<file path="config.mk">
export PLATFORM = sky130hd
export DESIGN_NAME = alarm_clock_with_dawn_ramp_core
export DESIGN_NICKNAME = d
export VERILOG_FILES = /design/src/hdl/acwdr_pkg.sv /design/src/hdl/alarm_clock_with_dawn_ramp_core.sv
export VERILOG_INCLUDE_DIRS = /design/src /design/src/hdl
export SDC_FILE = /design/constraint.sdc
export NUM_CORES = 1
export LEC_CHECK = 0
export BUFFER_PORTS_ARGS = -buffer_cell sky130_fd_sc_hd__buf_2
export CORE_MARGIN = 2
export CORE_UTILIZATION = 55
export CTS_CLUSTER_SIZE = 30
export DETAILED_ROUTE_END_ITERATION = 8
export PLACE_DENSITY = 0.78
export SYNTH_ARGS = -nofsm -noshare
export SYNTH_HDL_FRONTEND = slang
export SYNTH_SLANG_ARGS = --single-unit
</file>
<file path="constraint.sdc">
create_clock -name clk -period 4.4 [get_ports clk]
set_clock_uncertainty 0.2 [all_clocks]
set_input_delay 0.88 -clock clk [delete_from_list [all_inputs] [get_ports clk]]
set_output_delay 0.88 -clock clk [all_outputs]
set_load 0.01 [all_outputs]
</file>
<file path="src/hdl/alarm_clock_with_dawn_ramp_core_defines.svh">
// ----------------------------------------------------------------------------
// Alarm clock with dawn ramp: assertion macros
// Shared concurrent assertion forms, clocked on clk and disabled in reset.
// ----------------------------------------------------------------------------
`ifndef ALARM_CLOCK_WITH_DAWN_RAMP_CORE_DEFINES_SVH
`define ALARM_CLOCK_WITH_DAWN_RAMP_CORE_DEFINES_SVH

// The expression must hold at every clock edge outside reset.
`define ACWDR_ASSERT_ALWAYS(label, expr) \
    label: assert property (@(posedge clk) disable iff (!rst_n) (expr)) \
        else $error("acwdr: invariant violated");

// When the antecedent holds, the consequent must hold in the next clock cycle.
`define ACWDR_ASSERT_NEXT(label, ante, cons) \
    label: assert property (@(posedge clk) disable iff (!rst_n) (ante) |=> (cons)) \
        else $error("acwdr: next-cycle check failed");

`endif

</file>
<file path="src/hdl/acwdr_pkg.sv">
// ----------------------------------------------------------------------------
// Alarm clock with dawn ramp: package
// Transaction types, codes, limits and field helper functions.
// ----------------------------------------------------------------------------
package acwdr_pkg;

    // Item kinds.
    localparam logic [2:0] MODE_INIT        = 3'd0;
    localparam logic [2:0] MODE_MINUTE_TICK = 3'd1;
    localparam logic [2:0] MODE_RAMP_TICK   = 3'd2;
    localparam logic [2:0] MODE_SET_EVENT   = 3'd3;
    localparam logic [2:0] MODE_RUN_EVENT   = 3'd4;

    // Encoder codes.
    localparam logic [2:0] ENC_PRESS    = 3'd1;
    localparam logic [2:0] ENC_DOWN     = 3'd2;
    localparam logic [2:0] ENC_UP       = 3'd3;
    localparam logic [2:0] ENC_DOWN_TEN = 3'd5;
    localparam logic [2:0] ENC_UP_TEN   = 3'd6;

    // Commit requests.
    localparam logic [1:0] COMMIT_NONE  = 2'd0;
    localparam logic [1:0] COMMIT_CLOCK = 2'd1;
    localparam logic [1:0] COMMIT_ALARM = 2'd2;

    // Configuration register indexes.
    localparam int unsigned CFG_INDEX_W = 1;
    localparam int unsigned CFG_DATA_W  = 6;
    localparam logic [CFG_INDEX_W-1:0] REG_STORED_ALARM_HOUR   = 1'd0;
    localparam logic [CFG_INDEX_W-1:0] REG_STORED_ALARM_MINUTE = 1'd1;

    // Field limits.
    localparam logic [5:0] HOUR_MAX            = 6'd23;
    localparam logic [5:0] MINUTE_MAX          = 6'd59;
    localparam logic [5:0] HOUR_UP_TEN_LIMIT   = 6'd14;
    localparam logic [5:0] MINUTE_UP_TEN_LIMIT = 6'd50;
    localparam logic [5:0] STEP_TEN            = 6'd10;
    localparam logic [7:0] MAX_BRIGHTNESS      = 8'd255;

    typedef struct packed {
        logic [2:0] mode;
        logic [2:0] enc_code;
        logic       edit_alarm;
        logic [4:0] rtc_hour;
        logic [5:0] rtc_minute;
    } item_t;

    typedef struct packed {
        logic [4:0] clock_hour;
        logic [5:0] clock_minute;
        logic [4:0] alarm_hour;
        logic [5:0] alarm_minute;
        logic       editing_minute;
        logic       alarm_on;
        logic       lamp_lit;
        logic [7:0] brightness;
        logic [1:0] commit;
    } result_t;

    // Out-of-range hours load as zero.
    function automatic logic [4:0] load_hour(input logic [4:0] value);
        return ({1'b0, value} > HOUR_MAX) ? 5'd0 : value;
    endfunction

    // Out-of-range minutes load as zero.
    function automatic logic [5:0] load_minute(input logic [5:0] value);
        return (value > MINUTE_MAX) ? 6'd0 : value;
    endfunction

    // True when a widened minute count is a multiple of ten.
    function automatic logic is_multiple_of_ten(input logic [6:0] value);
        logic hit;
        case (value)
            7'd0, 7'd10, 7'd20, 7'd30, 7'd40, 7'd50, 7'd60,
            7'd70, 7'd80, 7'd90, 7'd100, 7'd110, 7'd120: hit = 1'b1;
            default: hit = 1'b0;
        endcase
        return hit;
    endfunction

    // One encoder step on a field: wrap on single steps, bounds on tens.
    function automatic logic [5:0] step_field(input logic [2:0] code,
                                              input logic [5:0] value,
                                              input logic [5:0] top,
                                              input logic [5:0] up_limit);
        logic [5:0] result;
        result = value;
        case (code)
            ENC_DOWN:     result = (value != 6'd0 && value <= top) ? value - 6'd1 : top;
            ENC_UP:       result = (value < top) ? value + 6'd1 : 6'd0;
            ENC_DOWN_TEN: result = (value >= STEP_TEN) ? value - STEP_TEN : value;
            ENC_UP_TEN:   result = (value < up_limit) ? value + STEP_TEN : value;
            default:      result = value;
        endcase
        return result;
    endfunction

endpackage

</file>
<file path="src/hdl/alarm_clock_with_dawn_ramp_core.sv">
// ----------------------------------------------------------------------------
// Alarm clock with dawn ramp core
// Path: an accepted item waits in the input register, then moves to the result register.
// Throughput: one item per cycle unless the result side stalls; one input and one result register.
// Reset: rst_n clears times, selectors, alarm, lamp, brightness, valid flags and stored alarm registers.
// ----------------------------------------------------------------------------
`include "alarm_clock_with_dawn_ramp_core_defines.svh"

module alarm_clock_with_dawn_ramp_core (
    input  logic                                 clk,
    input  logic                                 rst_n,
    // Item channel.
    input  logic                                 item_valid,
    output logic                                 item_stall,
    input  acwdr_pkg::item_t                     item,
    // Result channel.
    output logic                                 result_valid,
    input  logic                                 result_stall,
    output acwdr_pkg::result_t                   result,
    // Configuration write channel.
    input  logic                                 cfg_valid,
    output logic                                 cfg_ready,
    input  logic [acwdr_pkg::CFG_INDEX_W-1:0]    cfg_index,
    input  logic [acwdr_pkg::CFG_DATA_W-1:0]     cfg_data
);

    // ------------------------------------------------------------------------
    // Flow control. The item sits in the input register while the state
    // update is computed, and then moves into the result register
    // together with the state write. The result register frees up whenever
    // the downstream side takes its transaction, so a new item can enter in
    // every cycle as long as the result side keeps draining.
    // ------------------------------------------------------------------------
    logic               in_valid_reg;
    acwdr_pkg::item_t   in_item_reg;
    logic               result_valid_reg;
    acwdr_pkg::result_t result_reg;

    logic result_free;
    logic advance;
    logic item_take;

    assign result_free = !result_valid_reg || !result_stall;
    assign advance     = in_valid_reg && result_free;
    assign item_stall  = in_valid_reg && !result_free;
    assign item_take   = item_valid && !item_stall;

    assign result_valid = result_valid_reg;
    assign result       = result_reg;

    // The configuration registers take a write in any cycle.
    assign cfg_ready = 1'b1;

    // ------------------------------------------------------------------------
    // Architectural state.
    // ------------------------------------------------------------------------
    logic [4:0] stored_hour_reg;
    logic [5:0] stored_minute_reg;
    logic [4:0] hour_now_reg,   hour_now_next;
    logic [5:0] minute_now_reg, minute_now_next;
    logic [4:0] wake_hour_reg,  wake_hour_next;
    logic [5:0] wake_minute_reg, wake_minute_next;
    logic       clock_sel_reg,  clock_sel_next;
    logic       alarm_sel_reg,  alarm_sel_next;
    logic       ringing_reg,    ringing_next;
    logic       lamp_reg,       lamp_next;
    logic [7:0] level_reg,      level_next;
    logic [1:0] commit_next;

    acwdr_pkg::result_t result_next;

    // Scratch values for the minute tick and the field editor.
    logic [6:0] tick_minute;
    logic [5:0] edit_value;

    // ------------------------------------------------------------------------
    // Item evaluation. First the item's own action on the times and edit
    // selectors, then the alarm logic on the updated times: an active alarm
    // handles dismissal and ramp ticks, an idle alarm starts on a time match.
    // ------------------------------------------------------------------------
    always_comb
    begin
        hour_now_next    = hour_now_reg;
        minute_now_next  = minute_now_reg;
        wake_hour_next   = wake_hour_reg;
        wake_minute_next = wake_minute_reg;
        clock_sel_next   = clock_sel_reg;
        alarm_sel_next   = alarm_sel_reg;
        ringing_next     = ringing_reg;
        lamp_next        = lamp_reg;
        level_next       = level_reg;
        commit_next      = acwdr_pkg::COMMIT_NONE;
        tick_minute      = {1'b0, minute_now_reg} + 7'd1;
        edit_value       = 6'd0;

        case (in_item_reg.mode)
            acwdr_pkg::MODE_INIT:
            begin
                hour_now_next    = acwdr_pkg::load_hour(in_item_reg.rtc_hour);
                minute_now_next  = acwdr_pkg::load_minute(in_item_reg.rtc_minute);
                wake_hour_next   = acwdr_pkg::load_hour(stored_hour_reg);
                wake_minute_next = acwdr_pkg::load_minute(stored_minute_reg);
                clock_sel_next   = 1'b0;
            end
            acwdr_pkg::MODE_MINUTE_TICK:
            begin
                // Every tenth minute the clock resynchronizes to the RTC reading.
                if (acwdr_pkg::is_multiple_of_ten(tick_minute))
                begin
                    hour_now_next = acwdr_pkg::load_hour(in_item_reg.rtc_hour);
                    tick_minute   = {1'b0, acwdr_pkg::load_minute(in_item_reg.rtc_minute)};
                end
                if (tick_minute > {1'b0, acwdr_pkg::MINUTE_MAX})
                begin
                    minute_now_next = 6'd0;
                    hour_now_next   = ({1'b0, hour_now_next} < acwdr_pkg::HOUR_MAX)
                                    ? hour_now_next + 5'd1 : 5'd0;
                end
                else
                begin
                    minute_now_next = tick_minute[5:0];
                end
            end
            acwdr_pkg::MODE_SET_EVENT:
            begin
                if (in_item_reg.edit_alarm)
                begin
                    if (in_item_reg.enc_code == acwdr_pkg::ENC_PRESS)
                    begin
                        // First press selects the minute, second press commits.
                        alarm_sel_next = !alarm_sel_reg;
                        if (alarm_sel_reg)
                            commit_next = acwdr_pkg::COMMIT_ALARM;
                    end
                    else if (alarm_sel_reg)
                    begin
                        wake_minute_next = acwdr_pkg::step_field(in_item_reg.enc_code,
                            wake_minute_reg, acwdr_pkg::MINUTE_MAX,
                            acwdr_pkg::MINUTE_UP_TEN_LIMIT);
                    end
                    else
                    begin
                        edit_value = acwdr_pkg::step_field(in_item_reg.enc_code,
                            {1'b0, wake_hour_reg}, acwdr_pkg::HOUR_MAX,
                            acwdr_pkg::HOUR_UP_TEN_LIMIT);
                        wake_hour_next = edit_value[4:0];
                    end
                end
                else
                begin
                    if (in_item_reg.enc_code == acwdr_pkg::ENC_PRESS)
                    begin
                        clock_sel_next = !clock_sel_reg;
                        if (clock_sel_reg)
                            commit_next = acwdr_pkg::COMMIT_CLOCK;
                    end
                    else if (clock_sel_reg)
                    begin
                        minute_now_next = acwdr_pkg::step_field(in_item_reg.enc_code,
                            minute_now_reg, acwdr_pkg::MINUTE_MAX,
                            acwdr_pkg::MINUTE_UP_TEN_LIMIT);
                    end
                    else
                    begin
                        edit_value = acwdr_pkg::step_field(in_item_reg.enc_code,
                            {1'b0, hour_now_reg}, acwdr_pkg::HOUR_MAX,
                            acwdr_pkg::HOUR_UP_TEN_LIMIT);
                        hour_now_next = edit_value[4:0];
                    end
                end
            end
            default:
            begin
                // Ramp ticks, running events and unused modes only reach the
                // alarm logic below.
            end
        endcase

        if (ringing_reg)
        begin
            if (in_item_reg.mode == acwdr_pkg::MODE_RUN_EVENT &&
                in_item_reg.enc_code == acwdr_pkg::ENC_PRESS)
            begin
                // Dismissal: the lamp goes dark but the brightness is kept.
                lamp_next    = 1'b0;
                ringing_next = 1'b0;
            end
            if (in_item_reg.mode == acwdr_pkg::MODE_RAMP_TICK &&
                level_reg < acwdr_pkg::MAX_BRIGHTNESS)
            begin
                level_next = level_reg + 8'd1;
            end
        end
        else if (hour_now_next == wake_hour_next && minute_now_next == wake_minute_next)
        begin
            // Alarm start: the dawn ramp begins from dark.
            level_next   = 8'd0;
            lamp_next    = 1'b1;
            ringing_next = 1'b1;
        end

        result_next.clock_hour     = hour_now_next;
        result_next.clock_minute   = minute_now_next;
        result_next.alarm_hour     = wake_hour_next;
        result_next.alarm_minute   = wake_minute_next;
        result_next.editing_minute = in_item_reg.edit_alarm ? alarm_sel_next : clock_sel_next;
        result_next.alarm_on       = ringing_next;
        result_next.lamp_lit       = lamp_next;
        result_next.brightness     = level_next;
        result_next.commit         = commit_next;
    end

    // ------------------------------------------------------------------------
    // Control and state registers.
    // ------------------------------------------------------------------------
    always_ff @(posedge clk or negedge rst_n)
    begin
        if (!rst_n)
        begin
            in_valid_reg      <= 1'b0;
            result_valid_reg  <= 1'b0;
            stored_hour_reg   <= 5'd0;
            stored_minute_reg <= 6'd0;
            hour_now_reg      <= 5'd0;
            minute_now_reg    <= 6'd0;
            wake_hour_reg     <= 5'd0;
            wake_minute_reg   <= 6'd0;
            clock_sel_reg     <= 1'b0;
            alarm_sel_reg     <= 1'b0;
            ringing_reg       <= 1'b0;
            lamp_reg          <= 1'b0;
            level_reg         <= 8'd0;
        end
        else
        begin
            if (cfg_valid && cfg_ready)
            begin
                case (cfg_index)
                    acwdr_pkg::REG_STORED_ALARM_HOUR:   stored_hour_reg   <= cfg_data[4:0];
                    acwdr_pkg::REG_STORED_ALARM_MINUTE: stored_minute_reg <= cfg_data;
                    default: ;
                endcase
            end

            if (item_take)
                in_valid_reg <= 1'b1;
            else if (advance)
                in_valid_reg <= 1'b0;

            if (advance)
                result_valid_reg <= 1'b1;
            else if (!result_stall)
                result_valid_reg <= 1'b0;

            if (advance)
            begin
                hour_now_reg    <= hour_now_next;
                minute_now_reg  <= minute_now_next;
                wake_hour_reg   <= wake_hour_next;
                wake_minute_reg <= wake_minute_next;
                clock_sel_reg   <= clock_sel_next;
                alarm_sel_reg   <= alarm_sel_next;
                ringing_reg     <= ringing_next;
                lamp_reg        <= lamp_next;
                level_reg       <= level_next;
            end
        end
    end

    // Payload registers: written on their transactions, no reset needed.
    always_ff @(posedge clk)
    begin
        if (item_take)
            in_item_reg <= item;
        if (advance)
            result_reg <= result_next;
    end

    // ------------------------------------------------------------------------
    // Assertions.
    // ------------------------------------------------------------------------
    logic times_legal;
    logic advance_not_set;

    assign times_legal = {1'b0, hour_now_reg} <= acwdr_pkg::HOUR_MAX &&
                         minute_now_reg <= acwdr_pkg::MINUTE_MAX &&
                         {1'b0, wake_hour_reg} <= acwdr_pkg::HOUR_MAX &&
                         wake_minute_reg <= acwdr_pkg::MINUTE_MAX;
    assign advance_not_set = advance && in_item_reg.mode != acwdr_pkg::MODE_SET_EVENT;

    // The lamp is lit exactly while the alarm is active.
    `ACWDR_ASSERT_ALWAYS(a_lamp_follows_alarm, lamp_reg == ringing_reg)
    // Held times never leave their legal ranges.
    `ACWDR_ASSERT_ALWAYS(a_time_in_range, times_legal)
    // Only setting events can request a commit.
    `ACWDR_ASSERT_NEXT(a_commit_only_on_set, advance_not_set, result_reg.commit == acwdr_pkg::COMMIT_NONE)
    // An input item held back by a full result side is not lost.
    `ACWDR_ASSERT_NEXT(a_stalled_item_kept, in_valid_reg && !advance, in_valid_reg)

endmodule

</file>
==> qor.yml <==
outcome:
  outcome: "finished with violations"
  violations_in_the_final_reports: "negative setup slack"
yosys:
  synthesis_stage_register_bit_count: 100
  average_cell_area_after_synthesis_sq_um: 8.661
  synthArstFlopShare_pct: 47.00
  synthesis.instances: 952
  yosys.cell_types.count: 100
  synth_top_flop_cell: "sky130_fd_sc_hd__edfxtp_1"
  mappedNetlistNets: 1010
  top_cell_type_s_share_of_synthesized_area_pct: 19.30
  netlist.top_cell.by_area: "sky130_fd_sc_hd__edfxtp_1"
  synth_edf_count: 53
  synth.cell_area_sq_um: 8245
  post_synth_main_area_contributors: "sky130_fd_sc_hd__edfxtp_1 19%, sky130_fd_sc_hd__dfrtp_1 14%, sky130_fd_sc_hd__a21oi_1 4.4%, sky130_fd_sc_hd__ha_1 4.2%, sky130_fd_sc_hd__nand2_1 3.9%"
  ys_seq_area_share_pct: 33.57
  synth-warning-count: 0
grt:
  grt_first_pass_wirelength_um: 42970
  grt_util_all_layers_pct: 33.79
  global_route_overflow: 0
  grt_max_degree: 44
  first_global_vias: 8193
  antenna_found_initial: 0
pwr:
  totalPowerFinal_mw: 4.851
  leakagePower_nw: 4.080
  power.density_nw_per_um2: 485.7
  power.ir.vdd_worst_uv: 274.9
worst_setup_path:
  critPathLaunchType: "flip-flop"
  worst_ep_required_time_ns: 4.32
  timing.critical_path.cells: "ha_4 -> and3b_2 -> buf_6 -> o2111ai_4 -> a21o_1 -> o211ai_2 -> buf_4 -> mux2_4 -> ha_4 -> nand2_2 -> a221oi_2 -> a31o_2 -> o21ai_2 -> a311oi_2 -> nand3_1 -> buf_6 -> nor4_4 -> buf_12 -> buf_6 -> o21ai_2"
  timing.setup.critical_path_class: "flip-flop to flip-flop"
  crit_top_cell: "sky130_fd_sc_hd__buf_6"
  cpPeakStageDelay_ns: 0.47
  cp_slowest_cell: "sky130_fd_sc_hd__dfrtp_2"
  max_fanout_on_critical_path: 7
  reg2reg_setup_slack_ns: -0.002
  path_buf_inv: 5
  worstSetupPathDepth: 20
  worstSetupEndpointType: "flip-flop"
  critical-path-top-delay-family: "compound AO/OA/AOI/OAI gates"
  worst-r2r-cell-count: 20
  cp.arrival_ns: 4.33
cells_and_area:
  nets: 1147
  insertedDiodeCount: 0
  areaGrowthSynthToFinish_pct: 21.14
  final_layout_size_suffix_gt1_share_pct: 27.42
  postLayoutCellArea_sq_um: 9988
  largest_register_ff_count: 35
timing:
  timing.final.hold_violations: 0
  post-route-period-util_pct: 100.1
  drv_slew: 0
  grt_setup_unrepaired: "true"
  final-setup-viol-count: 2
  time_the_worst_path_needs_with_i_o_delays_and_setup_ns: 4.402
  worst_relative_slew_slack_pct: 24.82
  fin_ws_ns: -0.002480
  timing_worst_slew_pin_value_ns: 1.128
  timing.fmax_mhz: 227.1
clocking:
  tritoncts: "built"
  cts-htree-levels: 3
  clock_sink_count: 100
  cts_hold_buffers: 0
  clkSlewWorstSetupHoldPaths_ns: 0.08
  cts_buffers: 9
  clockBufferDepth: 2
  root_buf_cell: "sky130_fd_sc_hd__clkbuf_16"
  worst_skew_pair.late_latency_ns: 0.37
routing:
  drt-wirelength-per-cell_um: 21.68
  met2_wirelength_um: 12680
  drcViolationCount: 0
  vias: 8623
  top_signal_layer_used: "met4"
  detail_route.iter0.violations: 1296
  detailroute.wirelength.met3_um: 2872
  finalWirelength_um: 27710
  avgViaCountPerCell: 6.747
  postRouteAntennaNets: 0
  drt_pass1_iterations: 6
  routedLengthMet1_um: 10940
die:
  pin_count: 68
  core-area_sq_um: 14590
  die_w_um: 126.4
  dieArea_sq_um: 15990
  start_util_pct: 56.52
  site_rows: 44
  die-height_um: 126.4
place:
  port_buffers: 66
  placement.cell_area_sq_um: 9368
  dp_hpwl_um: 20130
  dpl_worst_slack_ns: 0.03322
  routability_congestion: 1.017
min_path:
  min_path_cells: 1
  min_path_type: "flip-flop to flip-flop"
run:
  max_cap_violations: 0
[area by class of cell]
type | instances | area [sq um]
flip-flops and latches | 100 | 2771
inverters | 32 | 123.9
clock buffers | 9 | 225.2
clock inverters | 7 | 81.33
well taps | 184 | 230.2
repair buffers | 197 | 1349
fillers | 1161 | 4601
multi-input cells | 749 | 5207
[routing by layer]
metal  track usage, %  up-vias
met3            7.507      116
li1                 -     3886
met1            44.64     4023
met2            52.97      598
met4            15.90        0
met5                0        -
[timing repair]
| item | in CTS | in global routing |
|---|---|---|
| buffers inserted | 0 | 10 |
| pin swaps | 1 | 21 |
| endpoints found under the setup margin | 1 | 20 |
| resized for setup | 0 | 53 |
[Yosys cell counts (23+ instances only)]
cell type,number
sky130_fd_sc_hd__dfrtp_1,47
sky130_fd_sc_hd__clkbuf_1,31
sky130_fd_sc_hd__edfxtp_1,53
sky130_fd_sc_hd__nor3_1,23
sky130_fd_sc_hd__ha_1,28
sky130_fd_sc_hd__nand2_1,85
sky130_fd_sc_hd__buf_2,26
sky130_fd_sc_hd__a21oi_1,72
sky130_fd_sc_hd__nor2_1,52
sky130_fd_sc_hd__nand3_1,35
sky130_fd_sc_hd__o21ai_0,63
sky130_fd_sc_hd__inv_1,29
[worst paths after layout]
path / from / end
worst max-delay path: minute_now_reg[1]$_DFFE_PN0P_ / result[9]$_DFFE_PP_
worst min-delay path: stored_minute_reg[0]$_DFFE_PN0P_ / stored_minute_reg[0]$_DFFE_PN0P_
worst max register to register: minute_now_reg[1]$_DFFE_PN0P_ / result[9]$_DFFE_PP_
worst min register to register: stored_minute_reg[0]$_DFFE_PN0P_ / stored_minute_reg[0]$_DFFE_PN0P_
max in group asynchronous: rst_n / level_reg[0]$_DFFE_PN0P_
min in group asynchronous: rst_n / minute_now_reg[3]$_DFFE_PN0P_
[where the power goes]
part           internal, mW  switching, mW  total, mW
combinational          1.11           1.50       2.61
clock                 0.452          0.398      0.850
sequential             1.16          0.233       1.39
[cell families (layout without fill, tap and decap cells)]
logic type                 count (synthesis)  count (layout)  synth area share [%]
AOI/OAI and AO/OA                        337             337                 28.59
xor gates and xnor gates                  22              22                 2.428
adders and majority gates                 28              28                 4.249
buffers and inverters                    103             245                 5.812
DFF                                      100             100                 33.57
muxes                                     24              24                 3.171
other                                      1               1               0.04548
and+or+nand+nor                          337             337                 22.14
[stage by stage]
| stage | hold slack [ns] | cells | utilization (%) | setup TNS, ns |
|---|---|---|---|---|
| after global placement | 0.2830 | 1252 | 64.21 | 0 |
| after global routing | 0.3279 | 1278 | 68.46 | -1.277 |
| after CTS | 0.3087 | 1268 | 66.31 | 0 |
| after detailed placement | 0.2872 | 1252 | 64.21 | 0 |
| final | 0.3089 | 1278 | 68.46 | -0.003368 |
| after floorplan | 0.2574 | 952 | - | 0 |
[placed cells by master (no fill, tap or decap), drive strengths merged, types with 9 or more instances in the layout]
cell type,synthesis,final
nand2,86,86
o21a,13,13
o21ai,75,75
and3,10,10
o211ai,21,21
nor2,52,52
nand4,15,15
or2,11,11
nand3b,11,11
inv,31,34
edfxtp,53,53
nand3,35,35
nand2b,18,18
a221oi,10,10
nor2b,14,14
xnor2,12,12
and3b,9,9
a31oi,12,12
buf,40,197
nor3,24,24
ha,28,28
or3,13,13
a21o,11,11
a211oi,14,14
a21oi,73,73
xor2,10,10
mux2,17,17
o31ai,9,9
and2,13,13
clkbuf,31,9
dfrtp,47,47
(Power assumes the default switching activity.)
